--- src/hdl/lpht_ram.sv ---
// Generic single write, single read RAM with registered read data.
`default_nettype none
module lpht_ram #(
  parameter int WIDTH = 8,
  parameter int DEPTH = 16
) (
  input  wire logic                     clk_i,
  input  wire logic                     we_i,
  input  wire logic [$clog2(DEPTH)-1:0] waddr_i,
  input  wire logic [WIDTH-1:0]         wdata_i,
  input  wire logic [$clog2(DEPTH)-1:0] raddr_i,
  output      logic [WIDTH-1:0]         rdata_o
);

  logic [WIDTH-1:0] mem_q [DEPTH];

  always_ff @(posedge clk_i) begin
    if (we_i) begin
      mem_q[waddr_i] <= wdata_i;
    end
    rdata_o <= mem_q[raddr_i];
  end

endmodule
`default_nettype wire

--- config.mk ---
export PLATFORM = sky130hd
export DESIGN_NAME = lpht_ram
export DESIGN_NICKNAME = d
export VERILOG_FILES = /design/src/hdl/lpht_ram.sv
export SDC_FILE = /design/constraint.sdc
export NUM_CORES = 1
export LEC_CHECK = 0
export CORE_MARGIN = 10
export CORE_UTILIZATION = 30
export DETAILED_ROUTE_END_ITERATION = 7
export DONT_BUFFER_PORTS = 1
export GPL_ROUTABILITY_DRIVEN = 1
export GPL_TIMING_DRIVEN = 0
export SETUP_SLACK_MARGIN = 0.1
export SLEW_MARGIN = 40
export SYNTH_ARGS = -nofsm -noshare
export SYNTH_HDL_FRONTEND = slang
export SYNTH_SLANG_ARGS = --single-unit
--- constraint.sdc ---
create_clock -name clk_i -period 1.5 [get_ports clk_i]
set_input_delay 0.075 -clock clk_i [delete_from_list [all_inputs] [get_ports clk_i]]
set_output_delay 0.075 -clock clk_i [all_outputs]
set_load 0.1 [all_outputs]
# --- Word level (Yosys, flattened, before mapping) ---
# Memory sizes are Yosys's and may differ from the RTL's. A register that Yosys moved wholly into a read port is not among the register bits.
# Index checks and enable logic that the tools add are counted.
totals:
  register_bits: 0
  mem_bits_rw: 128
  out_inout_bits: 8
  wordCells: 3
  mem_count: 1
op_classes:
  mux: 2
memory_table:
  columns: ["name", "depth", "word_bits", "read_ports", "rd_clocked_by_memory_dff", "wr", "line", "text"]
  rows:
  - ["mem_q", 16, 8, 1, 1, 1, "15", "logic [WIDTH-1:0] mem_q [DEPTH];"]
op_table:
  columns: ["op", "n"]
  rows:
  - ["$mux 1", 2]

# --- Depth between registers and ports, before layout ---
# Gate-level depths: netlist of the first run.
logic_depth:
  depth_word: 2
  mapped_depth: 5

# --- Least setup slack after synthesis of the first run ---
# Ideal clock, no wire load.
synth_path:
  path_kind: "input-to-reg"
  start: "input port waddr_i[2]"
  end: "memory mem_q[0][0], enable pin"
  setup_ps: 383
  t_arrival_ps: 1185
  slack_ps: -68
  path_stages: 2
  path_buffers: 0
  cell_sequence: "or3b_2 > nor3_1"
synth_lines:
  columns: ["item", "line", "text"]
  rows:
  - ["from (decl)", "9", "input wire logic [$clog2(DEPTH)-1:0] waddr_i,"]
  - ["to (decl)", "15", null]
# Straight into the memory's write port.

# --- Final worst setup path of the first run ---
layout_path:
  start: "input port waddr_i[0]"
  end: "memory mem_q[4][3], enable pin"
# Straight into the memory's write port.

==> results of run 1 <==
## timing repair
item,4_1_cts,5_1_grt
endpoints found under the hold margin,155,24
resized for setup,2,6
endpoints found under the setup margin,2,13
pin swaps,0,1
## layout make-up
class	count	area (um2)	share of cell area (%)
Clock inverter	13	107.6	1.749
Tap cell	220	275.3	4.473
Multi-Input combinational cell	83	1134	18.42
Buffer	10	86.33	1.403
Sequential cell	136	4014	65.23
Clock buffer	18	429.2	6.974
Timing Repair Buffer	11	107.6	1.749
## cells by family after synthesis
family | share of synthesized area, %
compound gates | 2.334
buf+inv | 1.677
simple gates | 3.184
mux | 15.02
flops | 77.78
## layer usage
metal	up-vias	routed length [um]	part of all wire (%)
li1	1036	-	-
met1	1239	4632	45
met2	70	4879	47
met3	4	749	7.3
met4	0	51	0.49
met5	-	0	0
## placed cells by master (no fill, tap or decap), types with 3 or more instances in the layout
master	n
nor2_1	6
clkbuf_16	17
mux4_2	19
dfxtp_2	8
edfxtp_1	128
a22oi_1	10
dlygate4sd3_1	10
buf_6	3
mux4_1	13
nor2_2	7
clkinvlp_4	4
buf_2	3
nand2_1	9
clkinv_1	3
a22oi_2	6
clkdlybuf4s25_2	3
## power groups by stage
| stage | Combinational (uW) | Sequential, uW | Clock [uW] |
|---|---|---|---|
| floorplan | 216 | 4530 | 0 |
| detailed placement | 299 | 4550 | 0 |
| CTS | 371 | 4470 | 3820 |
| global route | 411 | 4480 | 4020 |
| finish | 376 | 4470 | 3750 |
| global placement | 293 | 4540 | 0 |
## worst paths after layout
path                                               to  slack, ns
worst max register to register     rdata_o[4]$_DFF_P_       0.16
worst max-delay path            mem_q[4][3]$_DFFE_PP_       0.15
worst min-delay path            mem_q[0][5]$_DFFE_PP_       -0.1
worst min register to register     rdata_o[1]$_DFF_P_       0.67
## registers in the layout, indices dropped and copies added (netlist names)
signal,flops
rdata_o,8
mem_q,128
## per-stage QoR
step | hold WS [ns] | instances | worst slack (ns) | setup TNS [ns]
global route | -0.1134 | 491 | 0.08141 | 0
floorplan | 0.1739 | 229 | 0.1589 | 0
CTS | -0.06700 | 491 | 0.1058 | 0
global placement | 0.1750 | 449 | -0.4820 | -11.34
finish | -0.09564 | 491 | 0.1512 | 0
detailed placement | 0.1753 | 450 | -0.1685 | -4.904
==> run_results.csv, run 1 <==
group,metric,value,unit
sta,relSlewSlack,45.58,%
grt,grt_max_degree,17,
grt,grt-ovfl-total,0,
synth,avgSynthCellArea,22.48,um2
sta,period_share,89.92,%
placed_design,place_congestion,0.7135,
grt,met1_usage,13.04,%
synth,synth_cell_types,19,
finish,final_util,36.84,%
floorplan,fp.dieArea,0.02280,mm2
sta,holdWs,-0.09564,ns
power_and_ir_drop,intPower,6666,uW
setup_path,cp_top_family,"buffers and inverters",
grt,gr-usage-all-layers,9.650,%
floorplan,ios,26,
clock_network,clkTransAtPathRegs,0.06,ns
outcome,violations,"hold timing",
floorplan,core,0.01670,mm2
synth,synth_edf_count,128,
route,routed_wl,10310,um
setup_path,cp.depth,2,
finish,drive_gt1_share,30.63,%
power_and_ir_drop,power.static_leakage,0.001950,uW
grt,antenna_found_initial,0,
setup_path,r2r-start,"mem_q[3][4]$_DFFE_PP_",
clock_network,clk_path_buf_depth,2,
route,vias_per_cell,4.784,
setup_path,required,1.54,ns
clock_network,clock_sinks,136,
min_path,min_path_cells,1,
route,via_count,2349,
synth,async_reset_ff_share,0,%
power_and_ir_drop,cellPowerDensity,1397,mW/mm2
power_and_ir_drop,netSwitchingFraction,22.46,%
floorplan,start_util,30.82,%
sta,min_period,1.349,ns
finish,final_area,0.006153,mm2
finish,fin_nets,277,
outcome,status,"complete, but fails checks",
synth,syn_inst,229,
setup_path,path_class,"input port to flip-flop",
sta,fmax,741.4,MHz
placed_design,postPlaceCellArea,0.005468,mm2
floorplan,rows,47,
clock_network,htreeDepth,4,
synth,ys_top_cells_by_area,"edfxtp_1, mux4_2, mux4_1, dfxtp_1, a22oi_1",
sta,slew_violations,0,
clock_network,cts_buffers,17,
setup_path,path_buf_inv,1,
power_and_ir_drop,total_power,8596,uW
route,drc,0,
synth,yosysMostFrequentCell,"edfxtp_1",
setup_path,worstPathMaxFanout,8,
power_and_ir_drop,p_switching,1930,uW
synth,syn-cell-area,0.005147,mm2
route,drt_iter0_drc,225,
finish,area_growth,19.54,%
clock_network,clkLatencyLatePin,0.41,ns
synth,post-synth-top-area-fraction,74.67,%
clock_network,cts_root_buffer,"clkbuf_16",
setup_path,crit_start,"waddr_i[0]",
sta,finalClockSkew,0.006394,ns
synth,ys_ff_latch,136,
synth,ys.flop_type,"edfxtp_1",
job,maxCapViolations,0,
grt,grt_pass1_vias,2501,
placed_design,dpl.hpwl,6700,um
setup_path,end_kind,"flip-flop",
sta,finalSetupViolCount,0,
route,ant_nets,0,
synth,synth_common_cells,"edfxtp_1, mux4_2, a22oi_1",
grt,grt-busiest-layer,"met2",
sta,tightest_slew,0.8133,ns
floorplan,die_w,151.0,um
min_path,worstHoldStart,"waddr_i[1]",
grt,met3_usage,3.789,%
synth,ys_seq_area_share,77.78,%
setup_path,cp-start-kind,"input port",
setup_path,rr_worst_depth,3,
synth,synth_warnings,0,
power_and_ir_drop,pwr-share-comb,4.4,%
synth,yosys.area.top_type,"edfxtp_1",
finish,insertedDiodeCount,0,
route,drt_first_pass_iters,4,
setup_path,max_stage_delay,0.67,ns
setup_path,slowest_stage,"dlygate4sd3_1",
sta,hold_viol_final,24,
power_and_ir_drop,seq_power_share,52.0,%
power_and_ir_drop,ir_drop,0.8245,mV
sta,rsz0062_at_grt,"true",
finish,fill_cells,1558,
clock_network,postCtsHoldBufs,10,
synth,syn_nets,247,
grt,met2_usage,14.03,%
setup_path,critPathArrivalTime,1.39,ns
min_path,hold_path_class,"input port to flip-flop",
grt,grt_pass1_wl,15840,um
floorplan,die_y,151.0,um
clock_network,tritoncts,"yes",
route,wl_per_cell,21.00,um
placed_design,io_buffer_count,0,
setup_path,timing.critical_path.cells,"dlygate4sd3_1 > nor3_2",
clock_network,postCtsSetupRepairBufs,0,
power_and_ir_drop,pwr-share-clk,43.6,%
Note: power is estimated with default switching activity, not from simulation.
==> run 2, diff against run 1 <==
--- a/config.mk
+++ b/config.mk
@@ -5,12 +5,14 @@
 export SDC_FILE = /design/constraint.sdc
 export NUM_CORES = 1
 export LEC_CHECK = 0
+export CORE_ASPECT_RATIO = 0.6
 export CORE_MARGIN = 10
 export CORE_UTILIZATION = 30
 export DETAILED_ROUTE_END_ITERATION = 7
 export DONT_BUFFER_PORTS = 1
 export GPL_ROUTABILITY_DRIVEN = 1
 export GPL_TIMING_DRIVEN = 0
+export PLACE_DENSITY = 0.48
 export SETUP_SLACK_MARGIN = 0.1
 export SLEW_MARGIN = 40
 export SYNTH_ARGS = -nofsm -noshare
==> run 2 against run 1 <==
  * Hold slack improved by 0.24 ns
  * Power rose by 1.8%
  * Count of clock-buffer cells in the layout fell by 1
  * Combinational power rose by 11%
  * Die area rose by 0.75%
  * Critical endpoint is now rdata_o[4]$_DFF_P_
  * The run now ends clean
  * Highest routed layer unchanged
  * Routed wire length rose by 17%
  * Worst setup slack got worse by 0.013 ns
  * Maximum frequency fell by 0.98%
==> run_results.csv, run 2 (synthesis results as in run 1) <==
group,metric,value,unit
setup_path,r2r-start,"mem_q[15][4]$_DFFE_PP_",
sta,finalSetupTns,0,ns
finish,insertedDiodeCount,0,
sta,holdWs,0.1472,ns
setup_path,cp_top_family,"multiplexers",
power_and_ir_drop,total_power,8750,uW
sta,hold_viol_final,0,
grt,gr-usage-all-layers,10.87,%
placed_design,dp_cells,459,
grt,grt-ovfl-total,0,
grt,grt_max_degree,17,
clock_network,htreeDepth,4,
min_path,hold_path_class,"input port to flip-flop",
setup_path,critPathArrivalTime,1.64,ns
finish,largest_register,"mem_q",
grt,grt_pass1_wl,17470,um
min_path,worstHoldStart,"raddr_i[3]",
setup_path,timing.critical_path.cells,"mux4_2 > a22oi_2 > nand2_1",
power_and_ir_drop,cellPowerDensity,1412,mW/mm2
route,via_count,2388,
sta,period_share,90.81,%
clock_network,clock_sinks,136,
floorplan,die_y,121.5,um
min_path,min_path_cells,3,
route,drt_first_pass_iters,5,
finish,final-seq-area,0.004014,mm2
finish,reg.largest.list,"mem_q x128, rdata_o x8",
floorplan,start_util,31.14,%
finish,multi_input_area,0.001130,mm2
route,vias_per_cell,4.757,
setup_path,end_kind,"flip-flop",
grt,antenna_found_initial,0,
power_and_ir_drop,ir_drop,0.7045,mV
sta,finalClockSkew,0.009663,ns
setup_path,max_stage_delay,0.53,ns
setup_path,slowest_stage,"mux4_2",
floorplan,rows,36,
route,drt_iter0_drc,213,
grt,grt_pass1_vias,2449,
floorplan,fp.dieArea,0.02297,mm2
power_and_ir_drop,power.static_leakage,0.001954,uW
finish,fill_cells,1506,
clock_network,clkLatencyLatePin,0.41,ns
route,ant_nets,0,
finish,fin_nets,279,
route,wl_per_cell,24.08,um
setup_path,required,1.77,ns
sta,finalSetupViolCount,0,
floorplan,ios,26,
setup_path,rr_worst_depth,3,
placed_design,place_congestion,0.7137,
finish,area_growth,20.39,%
sta,slew_violations,0,
finish,layout_commonest_cell,"edfxtp_1",
clock_network,cts_root_buffer,"clkbuf_16",
route,routed_wl,12090,um
sta,min_period,1.362,ns
job,maxCapViolations,0,
clock_network,postCtsSetupRepairBufs,0,
setup_path,path_buf_inv,0,
sta,tightest_slew,0.7617,ns
placed_design,io_buffer_count,0,
finish,largest_reg_flops,128,
sta,relSlewSlack,49.03,%
placed_design,dpl.hpwl,7986,um
clock_network,clk_path_buf_depth,2,
setup_path,worstPathMaxFanout,1,
setup_path,path_class,"flip-flop to flip-flop",
finish,layout_common_cells,"edfxtp_1, mux4_2, clkbuf_16",
sta,rsz0062_at_grt,"true",
clock_network,clkTransAtPathRegs,0.06,ns
floorplan,die_w,189.1,um
setup_path,cp-start-kind,"flip-flop",
min_path,whs_endpoint,"rdata_o[0]$_DFF_P_",
finish,instances_no_fill,502,
route,drc,0,
outcome,status,"completed",
clock_network,tritoncts,"yes",
clock_network,cts_buffers,17,
sta,fmax,734.2,MHz
finish,drive_gt1_share,35.04,%
floorplan,core,0.01653,mm2
setup_path,r2r_end,"rdata_o[4]$_DFF_P_",
setup_path,reg2reg_slack,0.14,ns
==> run 2: timing repair <==
item,4_1_cts,5_1_grt
hold endpoints to repair,152,22
pin swaps,0,2
hold buffers,10,1
resized for setup,3,7
endpoints found under the setup margin,3,13
==> run 2: through the flow <==
step / setup slack, ns / util [%] / instance area, um2
6_report: 0.1379 / 37.49 / 6197
5_1_grt: 0.09207 / 37.49 / 6197
4_1_cts: 0.1067 / 37.41 / 6183
3_5_place_dp: -0.1859 / 33.34 / 5512
3_3_place_gp: -0.4343 / 32.89 / 5438
2_1_floorplan: 0.1589 / - / 5152
==> run 2: layout make-up <==
type	count	area share, %
Timing Repair Buffer	13	2.019
Clock inverter	15	2.120
Multi-Input combinational cell	83	18.23
Buffer	10	1.393
Clock buffer	17	6.865
Tap cell	228	4.603
Sequential cell	136	64.77
==> run 2: worst max path at each step <==
stage	start	to	slack, ns	depth (start not counted)
after floorplan	waddr_i[2]	mem_q[3][0]$_DFFE_PP_	0.16	2
after global placement	waddr_i[2]	mem_q[8][1]$_DFFE_PP_	-0.43	2
after detailed placement	raddr_i[0]	rdata_o[4]$_DFF_P_	-0.19	5
after CTS	mem_q[8][4]$_DFFE_PP_	rdata_o[4]$_DFF_P_	0.11	3
after global routing	mem_q[1][5]$_DFFE_PP_	rdata_o[5]$_DFF_P_	0.09	3
final	mem_q[15][4]$_DFFE_PP_	rdata_o[4]$_DFF_P_	0.14	3
==> run 2: metal layers <==
layer  routed length [um]  up-vias  GRT usage, %
met5                    0        -             0
met4                   76        0         3.406
met3                  829        8         3.330
met2                 4991       60         14.29
met1                 6193     1286         16.40
li1                     -     1034             -
==> run 2: power by group <==
part           internal, uW  switching (uW)  total, uW  leakage, uW
logic                   165             253        418     0.000468
clock network          2280            1590       3860     0.000261
registers              4260             212       4470      0.00122
==> run 2: worst register-to-register path, delay by kind of cell, from the launching register on <==
kind	cells	cell delay, ns
compound gates	1	0.22
mux	1	0.53
flops	1	0.36
simple gates	1	0.12
==> run 3, diff against run 2 <==
--- a/config.mk
+++ b/config.mk
@@ -12,7 +12,7 @@
 export DONT_BUFFER_PORTS = 1
 export GPL_ROUTABILITY_DRIVEN = 1
 export GPL_TIMING_DRIVEN = 0
-export PLACE_DENSITY = 0.48
+export PLACE_DENSITY = 0.47
 export SETUP_SLACK_MARGIN = 0.1
 export SLEW_MARGIN = 40
 export SYNTH_ARGS = -nofsm -noshare
==> constraint.sdc (replaced) <==
create_clock -name clk_i -period 1.4 [get_ports clk_i]
set_input_delay 0.07 -clock clk_i [delete_from_list [all_inputs] [get_ports clk_i]]
set_output_delay 0.07 -clock clk_i [all_outputs]
set_load 0.1 [all_outputs]
==> run 3 against run 2 <==
  * The flow now finishes with violations (hold timing)
  * Design area grew 0.14%
  * Clock skew grew 0.00051 ns
  * Final cell count shrank 0.40%
  * Via count shrank 2.9%
  * Sequential share of layout area shrank 0.091 points
  * Hold slack lost 0.26 ns
  * Count of clock-buffer cells in the layout grew 2
  * Clock power grew 18%
  * Power grew 12%
  * Global-route usage shrank 0.32 points
==> run_results.csv, run 3 (synthesis results as in run 1) <==
group,metric,value,unit
outcome,status,"complete, but fails checks",
outcome,violations,"hold timing",
floorplan,rows,36,
floorplan,die_w,189.1,um
finish,largest_register,"mem_q",
grt,grt-ovfl-total,0,
route,ant_nets,0,
finish,instances_no_fill,500,
finish,reg.largest.list,"mem_q x128, rdata_o x8",
finish,area_growth,20.56,%
grt,grt_pass1_vias,2387,
finish,drive_gt1_share,37.04,%
clock_network,clkLatencyLatePin,0.42,ns
route,routed_wl,11550,um
setup_path,cp_top_family,"multiplexers",
clock_network,htreeDepth,4,
sta,relSlewSlack,45.32,%
sta,tightest_slew,0.8172,ns
setup_path,end_kind,"flip-flop",
sta,fmax,744.3,MHz
route,via_count,2319,
setup_path,max_stage_delay,0.53,ns
power_and_ir_drop,ir_drop,0.8006,mV
sta,worst_slack,0.05644,ns
clock_network,clk_path_buf_depth,2,
clock_network,clkTransAtPathRegs,0.06,ns
finish,fill_cells,1517,
grt,antenna_found_initial,2,
floorplan,start_util,31.14,%
job,maxCapViolations,0,
power_and_ir_drop,cellPowerDensity,1575,mW/mm2
route,drt_iter0_drc,194,
grt,grt_pass1_wl,16970,um
setup_path,slowest_stage,"mux4_2",
sta,hold_viol_final,32,
clock_network,postCtsHoldBufs,9,
finish,layout_common_cells,"edfxtp_1, mux4_2, clkbuf_16",
placed_design,post-place-ws,-0.2999,ns
clock_network,postCtsSetupRepairBufs,0,
min_path,hold_path_class,"input port to flip-flop",
setup_path,path_class,"flip-flop to flip-flop",
sta,finalSetupViolCount,0,
sta,holdWs,-0.1114,ns
clock_network,clock_sinks,136,
finish,final_area,0.006206,mm2
grt,grt_max_degree,17,
finish,fin_nets,275,
clock_network,tritoncts,"yes",
route,wl_per_cell,23.10,um
floorplan,fp.dieArea,0.02297,mm2
sta,period_share,95.97,%
clock_network,cts_buffers,17,
sta,finalClockSkew,0.01018,ns
setup_path,r2r_end,"rdata_o[1]$_DFF_P_",
setup_path,critPathArrivalTime,1.64,ns
setup_path,path_buf_inv,0,
sta,rsz0062_at_grt,"true",
setup_path,timing.critical_path.cells,"mux4_2 > a22oi_2 > nand2_2",
placed_design,dpl.hpwl,7421,um
clock_network,cts_root_buffer,"clkbuf_16",
placed_design,io_buffer_count,0,
route,drc,0,
finish,layout_commonest_cell,"edfxtp_1",
setup_path,rr_worst_depth,3,
floorplan,die_y,121.5,um
setup_path,required,1.69,ns
setup_path,reg2reg_slack,0.06,ns
finish,final-seq-area,0.004014,mm2
power_and_ir_drop,power.static_leakage,0.001935,uW
route,drt_first_pass_iters,4,
setup_path,r2r-start,"mem_q[3][1]$_DFFE_PP_",
setup_path,worstPathMaxFanout,1,
finish,final_util,37.54,%
placed_design,place_congestion,0.7163,
setup_path,cp-start-kind,"flip-flop",
floorplan,core,0.01653,mm2
finish,largest_reg_flops,128,
setup_path,crit_start,"mem_q[3][1]$_DFFE_PP_",
floorplan,ios,26,
power_and_ir_drop,total_power,9773,uW
route,vias_per_cell,4.638,
grt,gr-usage-all-layers,10.55,%
placed_design,dp_cells,457,
sta,min_period,1.344,ns
finish,multi_input_area,0.001122,mm2
placed_design,postPlaceCellArea,0.005478,mm2
sta,slew_violations,0,
setup_path,cp.depth,3,
setup_path,worstSetupEndpoint,"rdata_o[1]$_DFF_P_",
==> run 3: cell type report <==
type,count,share of cell area [%]
clock inverter,13,2.742
buffer,10,1.391
tap,228,4.597
clock buffer,19,6.976
multi-input combinational,83,18.08
sequential,136,64.68
antenna,2,0.08065
timing repair buffer,9,1.452
==> run 3: per-layer routing <==
layer  share of wire [%]  track usage [%]
met5                   0                0
met4                0.62            3.110
met3                 7.0            4.162
met2                  41            13.76
met1                  51            15.49
==> run 3: how the worst min path moves through the flow <==
stage                           from                      to  slack (ns)  cells past startpoint
after floorplan           wdata_i[0]   mem_q[0][0]$_DFFE_PP_        0.17                      0
after global routing      waddr_i[0]   mem_q[8][6]$_DFFE_PP_       -0.13                      1
final                     waddr_i[0]   mem_q[8][6]$_DFFE_PP_       -0.11                      1
after detailed placement  wdata_i[6]  mem_q[14][6]$_DFFE_PP_        0.17                      0
after global placement    wdata_i[0]   mem_q[3][0]$_DFFE_PP_        0.17                      0
after CTS                 waddr_i[0]   mem_q[4][3]$_DFFE_PP_       -0.08                      1
==> run 3: where the power goes <==
group	leakage (uW)	internal, uW	total, uW	switching [uW]
logic	0.000426	179	436	257
registers	0.00122	4560	4790	228
clock network	0.000285	2820	4550	1730
==> run 3: through the flow <==
stage / hold WS [ns] / TNS (ns)
6_report: -0.1114 / 0
5_1_grt: -0.1268 / 0
4_1_cts: -0.08236 / 0
3_5_place_dp: 0.1706 / -6.070
3_3_place_gp: 0.1704 / -17.77
2_1_floorplan: 0.1689 / 0
==> run 3: what timing repair did <==
action / in CTS / in global routing
hold endpoints to repair: 162 / 32
setup endpoints to repair: 8 / 8
pin swaps: 3 / 4
resized for setup: 9 / 11
