==> config.mk <==
export PLATFORM = sky130hd
export DESIGN_NAME = lpht_mod
export DESIGN_NICKNAME = d
export VERILOG_FILES = /design/src/hdl/lpht_pkg.sv /design/src/hdl/lpht_mod.sv
export SDC_FILE = /design/constraint.sdc
export NUM_CORES = 1
export LEC_CHECK = 0
export ABC_AREA = 1
export BUFFER_PORTS_ARGS = -buffer_cell sky130_fd_sc_hd__clkbuf_2
export CORE_MARGIN = 8
export CORE_UTILIZATION = 35
export DETAILED_ROUTE_END_ITERATION = 8
export GPL_ROUTABILITY_DRIVEN = 0
export GPL_TIMING_DRIVEN = 0
export SETUP_SLACK_MARGIN = 0.1
export SYNTH_ARGS = -nofsm -noshare
export SYNTH_HDL_FRONTEND = slang
export SYNTH_SLANG_ARGS = --single-unit
==> constraint.sdc <==
create_clock -name clk_i -period 5.3 [get_ports clk_i]
set_input_delay 0.265 -clock clk_i [delete_from_list [all_inputs] [get_ports clk_i]]
set_output_delay 0.265 -clock clk_i [all_outputs]
set_load 0.01 [all_outputs]
==> src/hdl/lpht_pkg.sv <==
// Types, constants and codes for the linear probing hash table.
`default_nettype none
package lpht_pkg;

  localparam int SLOTS      = 1024;
  localparam int KEY_BITS   = 32;
  localparam int VALUE_BITS = 32;

  localparam int IDX_W     = $clog2(SLOTS);
  localparam int SIZE_W    = $clog2(SLOTS + 1);
  localparam int KV_W      = KEY_BITS + VALUE_BITS;
  localparam int CFG_W     = 11;
  localparam int CNT_W     = 11;
  localparam int CFG_IDX_W = 1;
  localparam int REQ_W     = 2;
  localparam int STAT_W    = 2;
  localparam int TAG_W     = 2;
  localparam int DIV_CNT_W = $clog2(KEY_BITS);

  localparam logic [CFG_W-1:0] TABLE_SIZE_RST = 11'd1024;
  localparam logic [CFG_W-1:0] MAX_ITEMS_RST  = 11'd1024;

  localparam logic [CFG_IDX_W-1:0] CFG_TABLE_SIZE = 1'd0;
  localparam logic [CFG_IDX_W-1:0] CFG_MAX_ITEMS  = 1'd1;

  localparam logic [REQ_W-1:0] REQ_INSERT = 2'd0;
  localparam logic [REQ_W-1:0] REQ_REMOVE = 2'd1;
  localparam logic [REQ_W-1:0] REQ_SEARCH = 2'd2;

  localparam logic [STAT_W-1:0] STAT_OK     = 2'd0;
  localparam logic [STAT_W-1:0] STAT_FULL   = 2'd1;
  localparam logic [STAT_W-1:0] STAT_MISS   = 2'd2;
  localparam logic [STAT_W-1:0] STAT_BADKEY = 2'd3;

  localparam logic [TAG_W-1:0] TAG_EMPTY    = 2'd0;
  localparam logic [TAG_W-1:0] TAG_OCCUPIED = 2'd1;
  localparam logic [TAG_W-1:0] TAG_DELETED  = 2'd2;

  typedef enum logic [2:0] {
    S_CLEAR,
    S_IDLE,
    S_DIV,
    S_FETCH,
    S_CHECK,
    S_DONE
  } state_e;

  typedef struct packed {
    logic                start;
    logic [KEY_BITS-1:0] dividend;
    logic [SIZE_W-1:0]   divisor;
  } div_req_t;

  typedef struct packed {
    logic             done;
    logic [IDX_W-1:0] rem;
  } div_rsp_t;

endpackage
`default_nettype wire

==> src/hdl/lpht_mod.sv <==
// Bit-serial restoring remainder unit: key modulo table size, one bit a cycle.
`default_nettype none
module lpht_mod (
  input  wire logic              clk_i,
  input  wire logic              rst_ni,
  input  wire lpht_pkg::div_req_t req_i,
  output      lpht_pkg::div_rsp_t rsp_o
);
  import lpht_pkg::*;

  logic                 busy_q, busy_d;
  logic                 done_q, done_d;
  logic [DIV_CNT_W-1:0] cnt_q, cnt_d;
  logic [KEY_BITS-1:0]  dvd_q, dvd_d;
  logic [SIZE_W-1:0]    dvs_q, dvs_d;
  logic [SIZE_W-1:0]    rem_q, rem_d;
  logic [SIZE_W:0]      shifted;
  logic [SIZE_W:0]      trial;

  assign shifted = {rem_q, dvd_q[KEY_BITS-1]};
  assign trial   = shifted - {1'b0, dvs_q};

  always_comb begin
    busy_d = busy_q;
    done_d = 1'b0;
    cnt_d  = cnt_q;
    dvd_d  = dvd_q;
    dvs_d  = dvs_q;
    rem_d  = rem_q;
    if (req_i.start) begin
      busy_d = 1'b1;
      cnt_d  = DIV_CNT_W'(KEY_BITS - 1);
      dvd_d  = req_i.dividend;
      dvs_d  = req_i.divisor;
      rem_d  = '0;
    end else if (busy_q) begin
      // remainder stays below the divisor, so the top bit drops safely
      rem_d = (shifted >= {1'b0, dvs_q}) ? trial[SIZE_W-1:0] : shifted[SIZE_W-1:0];
      dvd_d = {dvd_q[KEY_BITS-2:0], 1'b0};
      cnt_d = cnt_q - DIV_CNT_W'(1);
      if (cnt_q == '0) begin
        busy_d = 1'b0;
        done_d = 1'b1;
      end
    end
  end

  always_ff @(posedge clk_i or negedge rst_ni) begin
    if (!rst_ni) begin
      busy_q <= 1'b0;
      done_q <= 1'b0;
      cnt_q  <= '0;
    end else begin
      busy_q <= busy_d;
      done_q <= done_d;
      cnt_q  <= cnt_d;
    end
  end

  always_ff @(posedge clk_i) begin
    dvd_q <= dvd_d;
    dvs_q <= dvs_d;
    rem_q <= rem_d;
  end

  assign rsp_o.done = done_q;
  assign rsp_o.rem  = rem_q[IDX_W-1:0];

endmodule
`default_nettype wire

Word-level counts from Yosys, hierarchy flattened. Index checks and enable logic that the tools add are counted.

Flip-flop bits (word level): 61. Bits of input ports: 46. Output and inout bits: 11. Word-level logic and storage cells: 22.

Add/sub/neg operators: 2. Magnitude comparators: 1. Muxes and demuxes: 11. Reduce and logical (&&, ||, !) cells: 2.

Operator list (number): 2-to-1 mux 32 bit (2); >= comparator 12 x 11 -> 1 bit (1); 2-to-1 mux 11 bit (1); subtractor 11 bit (1); 2-to-1 mux 5 bit (2); 2-to-1 mux 1 bit (6); logical NOT 5 bit (1); subtractor 5 x 1 -> 5 bit, second input constant (1); nonzero test 2 bit (1).

Logic depth before layout (Yosys ltp). Gate-level depths: netlist of the first run.

Depth after elaboration: 4. Gate-level depth with buffers: 15. Depth with buffers taken out: 14.

Worst setup path before layout of the first run. OpenSTA, ideal clock, no wires.

Path type: reg-to-reg. From: register dvd_q[31]. To: register rem_q[3]. Library setup time: 149 ps. Arrival: 1710 ps. Data required time: 5151 ps. Path slack: 3441 ps. Cell stages (with the launch flop): 15. Path buffers: 1. Clock period less this slack: 1859 ps. Cell sequence: edfxtp_1 > inv_1 > ha_1 > fa_1 > inv_1 > nand2_1 > nand2_1 > nand2_2 > nand2_1 > nand2_2 > nand3_2 > buf_6 > nand2_1 > nand3_2 > o21ai_2.

Word-level cells in the longest chain between the ends: 2. Elaborated cells between the ends (all ways): 3. Classes of those cells: 1 x add/sub; 1 x order compare; 1 x mux.

Ends and longest elaborated chain: start: declaration (RTL line lpht_mod.sv:14) `logic [KEY_BITS-1:0] dvd_q, dvd_d;`; start signal: assignment (RTL line lpht_mod.sv:61) `dvd_q <= dvd_d;`; subtractor 11 bit or >= comparator 12 x 11 -> 1 bit (tied branches) (RTL line lpht_mod.sv:21, lpht_mod.sv:38); 2-to-1 mux 11 bit * (RTL line lpht_mod.sv:38) `rem_d = (shifted >= {1'b0, dvs_q}) ? trial[SIZE_W-1:0] : shifted[SIZE_W-1:0];`; end signal: assignment (RTL line lpht_mod.sv:63) `rem_q <= rem_d;`; end: declaration (RTL line lpht_mod.sv:16) `logic [SIZE_W-1:0] rem_q, rem_d;`.

Mark *: on every way between the ends. The rest lies on a longest branch, timed or not. A chain may end at the register's enable or synchronous reset.

Worst setup path in the final report of the first run.
From: register dvs_q[0]. To: register rem_q[4].

Word-level cells in the longest chain between the ends: 2. Elaborated cells between the ends (all ways): 3. Classes of those cells: 1 x add/sub; 1 x order compare; 1 x mux.

Ends and longest elaborated chain: start: declaration (RTL line lpht_mod.sv:15) `logic [SIZE_W-1:0] dvs_q, dvs_d;`; start signal: assignment (RTL line lpht_mod.sv:62) `dvs_q <= dvs_d;`; subtractor 11 bit or >= comparator 12 x 11 -> 1 bit (tied branches) (RTL line lpht_mod.sv:21, lpht_mod.sv:38); 2-to-1 mux 11 bit * (RTL line lpht_mod.sv:38).

Marks and branches as above.

==> flow_metrics.tcl, run 1 <==
set metrics [dict create \
    status "complete, no violations" \
    num_rows 36 \
    hpwlAfterDp_mm 5.61 \
    die-area_sq_um 13100 \
    finalSetupTns_ns 0 \
    crit_required_ns 5.51 \
    yosys_most_used_dff "edfxtp_1" \
    tightest_slew_ns 0.775 \
    hold_class "input pin to flop" \
    max_slew_margin_pct 48.3 \
    combPwrFrac_pct 39.7 \
    clockBufferDepth 2 \
    wirelength_mm 7.50 \
    path_common_cell "nand2_1" \
    syn-num-nets 475 \
    power.density_nw_per_um2 449 \
    peakVddDrop_uv 192 \
    drive_gt1_share_pct 22.7 \
    grt_pass1_wl_mm 12.9 \
    ys_seq_area_share_pct 49.5 \
    path_class "flop to flop" \
    synth-seq-cells 61 \
    cts_tree "yes" \
    vias_per_cell 4.48 \
    async_flop_share_pct 11.5 \
    synth.avg_cell_area_sq_um 8.20 \
    fin_worst_skew_ns 0.0111 \
    crit_family "adder cells" \
    nets 544 \
    vias 2787 \
    synth_top_area_share_pct 37.9 \
    yosysMostFrequentCell "nand2_1" \
    first_global_vias 2924 \
    clock_sinks 61 \
    netlist_top_cells_area "edfxtp_1 (38%), nand2_1 (18%), inv_1 (6.6%)" \
    antenna_left 0 \
    leakagePower_nw 2.14 \
    hold_start "req_i[3]" \
    p_seq_share_pct 34.0 \
    p_int_mw 1.16 \
    synth_edf_count 43 \
    final_util_pct 42.9 \
    setup_viol 0 \
    min_to "dvs_q[3]$_DFFE_PP_" \
    min_period_ns 2.17 \
    grt_use_total_pct 12.3 \
    die_y_microns 115 \
    cts_inserted_buffers 9 \
    power_switching_mw 0.685 \
    drt_iter0_drc 82 \
    post_cts_buffers 0 \
    hold_violations 0 \
    power_mw 1.85 \
    clock_power_share_pct 26.3 \
    wl_per_cell_microns 12.1 \
    io_buffer_count 56 \
    path_buf_inv 2 \
    dieWidth_microns 115 \
    worst-path-max-fanout 10 \
    area_growth_syn_to_layout_pct 20.9 \
    rsz0062_at_grt "false" \
    antenna_found_initial 0 \
    firstDrtPassIters 4 \
    grt_max_degree 22 \
    r2r_cells 13 \
    grt.overflow.total 0 \
    core_area_sq_um 9590 \
    start_kind "flop" \
    clk-insertion-delay-late_ns 0.35 \
    fmax_ghz 0.462 \
    maxSlewViolCount 0 \
    path_clk_slew_ns 0.08 \
    reg2reg_slack_ns 3.13 \
    drv_cap 0 \
    initial_core_util_pct 35.5 \
    num_io_pins 57 \
    timing.rr.start "dvs_q[0]$_DFFE_PP_" \
    yosys_warnings 0 \
    timing.final.crit_share_pct 40.9 \
    worstSetupStartpoint "dvs_q[0]$_DFFE_PP_" \
    crit_path_end_kind "flop" \
    synthTopCellsByCount "nand2_1 (166), inv_1 (60), edfxtp_1 (43)" \
    yosysTopAreaCell "edfxtp_1" \
    critPathMaxStageDelay_ns 0.42 \
    cp_slowest_cell "fa_1" \
    syn_inst 415 \
    path_cells "ha_1 > fa_1 > inv_1 > nand2_1 > nand2_1 > nand2_2 > nand2_1 > nand2_2 > nand3_2 > buf_6 > nand2_1 > nand3_1 > o21ai_1" \
    switching_share_pct 37.1 \
    r2r-end "rem_q[4]$_SDFFE_PP0P_" \
    synth_cell_types 28 \
    htreeDepth 3 \
    syn_area_sq_um 3400 \
    cts_root_buffer "clkbuf_8" \
    diodes 0 \
    drc 0 \
    arrival_ns 2.37 \
    worstHoldPathCells 1 \
]
state kept, by name, indices dropped and copies added (netlist names):
| signal | cells |
|---|---|
| dvd_q | 32 |
| dvs_q | 11 |
| rem_q | 11 |
| cnt_q | 5 |
| busy_q | 1 |
| done_q | 1 |
final cells by class:
| type | instances | area [sq um] |
|---|---|---|
| repair buffers | 58 | 318 |
| fillers | 1004 | 5480 |
| inverters | 62 | 233 |
| clock inverters | 7 | 103 |
| flip-flops and latches | 61 | 1690 |
| clock buffers | 9 | 124 |
| well taps | 133 | 166 |
| plain buffers | 24 | 168 |
| multi-input cells | 268 | 1320 |
power by group through the flow:
stage / clock (mW) / sequential (mW) / combinational [mW]
final: 0.486 / 0.629 / 0.733
after global routing: 0.518 / 0.640 / 0.838
after CTS: 0.502 / 0.630 / 0.737
after detailed placement: 0 / 0.640 / 0.732
after global placement: 0 / 0.638 / 0.723
after floorplan: 0 / 0.625 / 0.572
worst max-delay path by stage:
| stage | to | slack (ns) | depth (start not counted) |
|---|---|---|---|
| after floorplan | rem_q[3]$_SDFFE_PP0P_ | 3.44 | 14 |
| after global placement | dvd_q[25]$_DFFE_PP_ | 2.83 | 3 |
| after detailed placement | dvd_q[25]$_DFFE_PP_ | 3.03 | 4 |
| after CTS | rem_q[4]$_SDFFE_PP0P_ | 3.13 | 14 |
| after global routing | rem_q[2]$_SDFFE_PP0P_ | 2.96 | 14 |
| final | rem_q[4]$_SDFFE_PP0P_ | 3.13 | 13 |
cells by family (layout without fill, tap and decap cells):
logic type | Yosys count | count (layout) | share of synthesized area (%)
xor+xnor | 3 | 3 | 0.772
flops | 61 | 61 | 49.5
buf+inv | 86 | 160 | 11.8
simple gates | 235 | 235 | 29.9
compound gates | 16 | 16 | 2.65
fa+ha+maj | 14 | 14 | 5.37
through the flow:
stage	hold slack [ns]	instances	setup WS [ns]	cell area (sq um)
4_1_cts	0.0758	622	3.13	4120
2_1_floorplan	-0.0306	415	3.44	3400
3_3_place_gp	0.113	604	2.83	3850
5_1_grt	0.0774	622	2.96	4120
6_report	0.0933	622	3.13	4120
3_5_place_dp	0.113	605	3.03	3880
cell usage in the layout, fill, tap and decap left out, types with 2 or more instances in the layout:
master and count:
nand2_1 166, ha_1 13, xor2_1 3, a21oi_1 5, nor3_1 2, inv_2 2
edfxtp_1 43, buf_2 2, buf_6 4, clkbuf_8 9, nand2_2 7, dfxtp_1 11
clkbuf_2 56, clkbuf_1 5, inv_6 4, nor2_1 15, bufinv_16 2, o21ai_1 3
o21ai_0 5, dfrtp_1 7, inv_1 60, nand4_1 14, nand3_1 21, buf_4 12
nand3_2 8
metal layers:
metal / wire (microns) / track usage [%]
met1: 3460 / 14.2
met2: 3500 / 20.7
met3: 513 / 4.69
met4: 34 / 3.11
met5: 0 / 0
repair_timing:
action / 4_1_cts / 5_1_grt
resized for setup: 0 / 0
endpoints found under the setup margin: 0 / 0
hold endpoints to repair: 7 / 0
hold buffers: 1 / 0
Power figures use the tool's default switching activity.
==> inputs of run 2 (changes only) <==
==> constraint.sdc (replaced) <==
create_clock -name clk_i -period 2.2 [get_ports clk_i]
set_input_delay 0.11 -clock clk_i [delete_from_list [all_inputs] [get_ports clk_i]]
set_output_delay 0.11 -clock clk_i [all_outputs]
set_load 0.01 [all_outputs]
==> run 2 against run 1 <==
- critical endpoint is now rem_q[6]$_SDFFE_PP0P_
- critical path type unchanged
- die area is the same
- worst setup slack lost 2.9 ns
- utilization increased by 2.2 points
- clock skew about the same
==> flow_metrics.tcl, run 2 (synthesized netlist as in run 1, its figures left out) <==
set metrics [dict create \
    crit_path_end_kind "flop" \
    fmax_ghz 0.503 \
    firstDrtPassIters 4 \
    layout.cells.most_common "nand2_1" \
    cts_tree "yes" \
    largest_reg_flops 32 \
    finalSetupTns_ns 0 \
    mostFrequentLayoutCells "nand2_1 (164), inv_1 (58), clkbuf_2 (56)" \
    peakVddDrop_uv 470 \
    tightest_slew_ns 0.704 \
    grt_max_degree 22 \
    min_period_ns 1.99 \
    combPwrFrac_pct 41.8 \
    drc 0 \
    status "complete, no violations" \
    drive_gt1_share_pct 24.6 \
    hpwlAfterDp_mm 5.61 \
    power.density_nw_per_um2 1070 \
    maxSlewViolCount 0 \
    multi_input_area_sq_um 1340 \
    timing.final.crit_share_pct 90.3 \
    vias_per_cell 4.46 \
    leakagePower_nw 2.23 \
    diodes 0 \
    seqCellArea_sq_um 1690 \
    setup_viol 0 \
    arrival_ns 2.23 \
    placed_cell_area_sq_um 3880 \
    clockBufferDepth 2 \
    io_buffer_count 56 \
    crit_required_ns 2.44 \
    hold_class "input pin to flop" \
    clock_power_share_pct 25.4 \
    initial_core_util_pct 35.5 \
    wl_per_cell_microns 12.1 \
    grt_use_total_pct 12.3 \
    final_area_sq_um 4330 \
    antenna_found_initial 0 \
    rsz0062_at_grt "false" \
    power_switching_mw 1.69 \
    fin_worst_skew_ns 0.0108 \
    cts_inserted_buffers 9 \
    dieWidth_microns 115 \
    top_register "dvd_q" \
    wirelength_mm 7.75 \
    start_kind "flop" \
    num_io_pins 57 \
    cts_root_buffer "clkbuf_8" \
    clock_sinks 61 \
    area_growth_syn_to_layout_pct 27.1 \
    path_clk_slew_ns 0.08 \
    max_slew_margin_pct 52.9 \
    worst-path-max-fanout 5 \
    clk-insertion-delay-late_ns 0.35 \
    die_y_microns 115 \
    vias 2861 \
    hold_violations 0 \
    p_seq_share_pct 32.8 \
    n_fill_cell 985 \
    path_class "flop to flop" \
    grt_pass1_wl_mm 13.1 \
    htreeDepth 3 \
    nets 563 \
    first_global_vias 2976 \
    reg_top3 "dvd_q (32), dvs_q (11), rem_q (11)" \
    num_rows 36 \
    drt_iter0_drc 116 \
    core_area_sq_um 9590 \
    die-area_sq_um 13100 \
    antenna_left 0 \
    grt.overflow.total 0 \
    reg2reg_slack_ns 0.21 \
    switching_share_pct 36.7 \
    drv_cap 0 \
    p_int_mw 2.92 \
]
-- run 2: layout make-up --
class | count | area share (%)
clock inverter | 7 | 2.37
buffer | 24 | 3.96
clock buffer | 9 | 2.86
multi-input combinational | 268 | 30.8
tap | 133 | 3.85
inverter | 62 | 5.46
sequential | 61 | 39.0
timing repair buffer | 77 | 11.7
-- run 2: critical path: stages, from the launching register on --
cell and delay, ns:
edfxtp_1 0.40, ha_2 0.21, fa_2 0.38, inv_2 0.09
nand2_1 0.07, nand2_2 0.07, nand2_2 0.06, nand2_2 0.07
nand2_2 0.09, nand3_4 0.11, clkbuf_16 0.16, nand3_2 0.05
nand3_1 0.07, nand2_1 0.05
-- run 2: metal layers --
| metal | GRT usage (%) | wire, microns | share of wire [%] |
|---|---|---|---|
| met1 | 14.4 | 3460 | 45 |
| met3 | 4.64 | 525 | 6.8 |
| met5 | 0 | 0 | 0 |
| met2 | 20.7 | 3650 | 47 |
| met4 | 3.19 | 102 | 1.3 |
-- run 2: worst paths after layout --
check                                          to                    from  cells after the start
min in group asynchronous        done_q$_DFF_PN0_                  rst_ni                      2
max in group asynchronous    cnt_q[0]$_DFFE_PN0P_                  rst_ni                      2
max reg2reg                 rem_q[6]$_SDFFE_PP0P_      dvs_q[0]$_DFFE_PP_                     13
max                         rem_q[6]$_SDFFE_PP0P_      dvs_q[0]$_DFFE_PP_                     13
min                           dvd_q[14]$_DFFE_PP_               req_i[25]                      3
min reg2reg                rem_q[10]$_SDFFE_PP0P_  rem_q[10]$_SDFFE_PP0P_                      2
-- run 2: power by group through the flow --
stage                     Combinational [mW]  Sequential (mW)  Clock, mW
after floorplan                         1.38             1.51          0
after global placement                  1.74             1.54          0
after detailed placement                1.76             1.54          0
after CTS                               1.81             1.52       1.21
after global routing                    2.19             1.54       1.25
final                                   1.93             1.52       1.17
-- run 2: stage by stage --
| step | util (%) | total power, mW | setup slack, ns | instances | hold slack [ns] |
|---|---|---|---|---|---|
| 5_1_grt | 45.1 | 4.98 | 0.0947 | 641 | 0.0222 |
| 2_1_floorplan | - | 2.88 | 0.341 | 415 | -0.186 |
| 3_5_place_dp | 40.4 | 3.31 | 0.0519 | 605 | -0.0416 |
| 4_1_cts | 44.1 | 4.53 | 0.0980 | 633 | 0.0120 |
| 3_3_place_gp | 40.1 | 3.28 | -0.119 | 604 | -0.0416 |
| 6_report | 45.1 | 4.62 | 0.212 | 641 | 0.0292 |
-- run 2: what timing repair did --
action / 4_1_cts / 5_1_grt
hold buffers: 12 / 0
gates resized for setup: 2 / 6
pin swaps: 0 / 2
setup endpoints to repair: 10 / 31
cloned: 0 / 1
hold endpoints to repair: 18 / 0
setup buffers: 0 / 7
==> inputs of run 3 (changes only) <==
--- a/config.mk
+++ b/config.mk
@@ -5,13 +5,14 @@
 export SDC_FILE = /design/constraint.sdc
 export NUM_CORES = 1
 export LEC_CHECK = 0
-export ABC_AREA = 1
+export ABC_AREA = 0
 export BUFFER_PORTS_ARGS = -buffer_cell sky130_fd_sc_hd__clkbuf_2
 export CORE_MARGIN = 8
 export CORE_UTILIZATION = 35
 export DETAILED_ROUTE_END_ITERATION = 8
 export GPL_ROUTABILITY_DRIVEN = 0
 export GPL_TIMING_DRIVEN = 0
+export MAX_ROUTING_LAYER = met4
 export SETUP_SLACK_MARGIN = 0.1
 export SYNTH_ARGS = -nofsm -noshare
 export SYNTH_HDL_FRONTEND = slang
==> run 3 against run 2 <==
- the run now ends with negative setup slack left
- sequential power is essentially flat
- flip-flop and latch count unchanged
- critical path depth fell by 4
- global-route usage down 0.75 points
- combinational power decreased by 13%
- non-clock buffer count increased by 1
- final cell count fell by 28%
- critical endpoint is now rem_q[0]$_SDFFE_PP0P_
==> flow_metrics.tcl, run 3 <==
set metrics [dict create \
    grt_use_total_pct 11.6 \
    placed_cell_area_sq_um 3630 \
    place_ws_ns -0.321 \
    worst-path-max-fanout 6 \
    status "finished with violations" \
    ys_seq_area_share_pct 53.5 \
    htreeDepth 3 \
    largest_reg_flops 32 \
    top_register "dvd_q" \
    reg_top3 "dvd_q (32), dvs_q (11), rem_q (11)" \
    initial_core_util_pct 36.2 \
    max_slew_margin_pct 60.5 \
    hold_slack_ns 0.0698 \
    power_mw 4.16 \
    grt_max_degree 18 \
    vias_per_cell 4.85 \
    layout.cells.most_common "clkbuf_2" \
    async_flop_share_pct 11.5 \
    hold_violations 0 \
    wirelength_mm 6.79 \
    die-area_sq_um 12300 \
    netlist_top_cells_area "edfxtp_1 (41%), mux2_2 (11%), dfxtp_1 (7.0%)" \
    crit_required_ns 2.45 \
    wl_per_cell_microns 14.7 \
    drive_gt1_share_pct 42.8 \
    synth_cell_types 53 \
    n_fill_cell 785 \
    die_y_microns 111 \
    dieWidth_microns 111 \
    synth_top_area_share_pct 40.9 \
    leakagePower_nw 1.76 \
    hold_class "input pin to flop" \
    syn_inst 257 \
    clk-insertion-delay-late_ns 0.33 \
    core_area_sq_um 8720 \
    syn-num-nets 317 \
    mostFrequentLayoutCells "clkbuf_2 (56), edfxtp_1 (43), mux2_2 (31)" \
    vias 2247 \
    start_kind "flop" \
    first_global_vias 2353 \
    firstDrtPassIters 4 \
    arrival_ns 2.58 \
    syn_area_sq_um 3150 \
    timing.final.crit_share_pct 106 \
    path_cells "ha_4 > fa_2 > nand2b_4 > o2bb2ai_4 > a211oi_2 > or3_4 > buf_8 > mux2_4 > a211oi_2" \
    yosysMostFrequentCell "edfxtp_1" \
    num_rows 34 \
    tightest_slew_ns 0.593 \
    critPathMaxStageDelay_ns 0.41 \
    fmax_ghz 0.429 \
    yosys_warnings 0 \
    cp_slowest_cell "edfxtp_1" \
    diodes 0 \
    crit_path_end_kind "flop" \
    grt_pass1_wl_mm 11.2 \
    synth_edf_count 43 \
    path_clk_slew_ns 0.07 \
    drv_cap 0 \
    clock_sinks 61 \
    setup_viol 11 \
    drc 0 \
    drt_iter0_drc 48 \
    antenna_found_initial 0 \
    nets 410 \
    yosysTopAreaCell "edfxtp_1" \
    cts_inserted_buffers 9 \
    fin_worst_skew_ns 0.00489 \
    fin_ws_ns -0.129 \
    path_class "flop to flop" \
    area_growth_syn_to_layout_pct 30.9 \
    synthTopCellsByCount "edfxtp_1 (43), mux2_2 (31), inv_1 (18)" \
    num_io_pins 57 \
    failed_checks "negative setup slack" \
    yosys_most_used_dff "edfxtp_1" \
    path_common_cell "a211oi_2" \
    maxSlewViolCount 0 \
    power.density_nw_per_um2 1010 \
    hpwlAfterDp_mm 4.78 \
    grt.overflow.total 0 \
    cts_root_buffer "clkbuf_8" \
    min_period_ns 2.33 \
    io_buffer_count 56 \
    finalSetupTns_ns -1.05 \
    clockBufferDepth 2 \
    rsz0062_at_grt "true" \
    synth-seq-cells 61 \
    synth.avg_cell_area_sq_um 12.3 \
    peakVddDrop_uv 415 \
    cts_tree "yes" \
    final_area_sq_um 4130 \
    antenna_left 0 \
]
-- run 3: per-stage QoR --
stage	util [%]	cells
global route	47.3	463
detailed placement	41.6	421
finish	47.3	463
global placement	41.6	421
floorplan	-	257
CTS	46.2	456
-- run 3: final timing paths --
| path | startpoint | endpoint | slack [ns] | depth (start not counted) |
|---|---|---|---|---|
| setup reg to reg | dvs_q[0]$_DFFE_PP_ | rem_q[0]$_SDFFE_PP0P_ | -0.13 | 9 |
| max in group asynchronous | rst_ni | cnt_q[1]$_DFFE_PN0P_ | 1.90 | 2 |
| setup / recovery | dvs_q[0]$_DFFE_PP_ | rem_q[0]$_SDFFE_PP0P_ | -0.13 | 9 |
| min in group asynchronous | rst_ni | cnt_q[4]$_DFFE_PN0P_ | 0.14 | 2 |
| hold / removal | req_i[11] | dvd_q[0]$_SDFFCE_PN0P_ | 0.07 | 2 |
| hold reg to reg | rem_q[2]$_SDFFE_PP0P_ | rem_q[2]$_SDFFE_PP0P_ | 0.49 | 2 |
-- run 3: final cells by class --
cell class | count | area, sq um | share of cell area, %
sequential | 61 | 1690 | 40.9
multi-input combinational | 157 | 1370 | 33.2
timing repair buffer | 81 | 522 | 12.6
buffer | 21 | 144 | 3.48
tap | 108 | 135 | 3.27
clock buffer | 10 | 128 | 3.09
inverter | 18 | 71.3 | 1.73
clock inverter | 6 | 63.8 | 1.55
timing repair inverter | 1 | 7.51 | 0.182
-- run 3: cells by family (layout without fill, tap and decap cells) --
group	after synthesis	in the layout	synth area share (%)
XOR/XNOR	9	9	2.50
flip-flops	61	61	53.5
adder cells (fa/ha/maj)	14	14	5.79
AND/OR/NAND/NOR	60	60	10.4
multiplexers	39	39	13.8
buffers and inverters	39	137	6.15
AO/OA/AOI/OAI	35	35	7.89
-- run 3: critical path, delay by kind of cell (launching register included) --
kind,cells,cell delay (ns)
AO/OA/AOI/OAI,3,0.55
AND/OR/NAND/NOR,2,0.33
adder cells (fa/ha/maj),2,0.52
flip-flops,1,0.41
buffers and inverters,1,0.13
multiplexers,1,0.30
-- run 3: repair_timing --
item / 4_1_cts / 5_1_grt
pin swaps: 7 / 13
setup buffers: 5 / 8
resized for setup: 9 / 13
hold buffers: 12 / 0
cloned: 2 / 0
hold endpoints to repair: 18 / 0
setup endpoints to repair: 43 / 43
-- run 3: layer usage --
layer / part of all wire [%] / GRT usage [%] / vias up
li1: - / - / 1115
met1: 47 / 14.0 / 1071
met2: 46 / 17.6 / 57
met3: 6.6 / 4.38 / 4
met4: 0.75 / 3.24 / 0
met5: 0 / - / -
-- run 3: power breakdown --
group          total (mW)  internal [mW]  switching (mW)
Combinational        1.68          0.924           0.755
Clock               0.965          0.521           0.444
Sequential           1.51           1.40           0.111
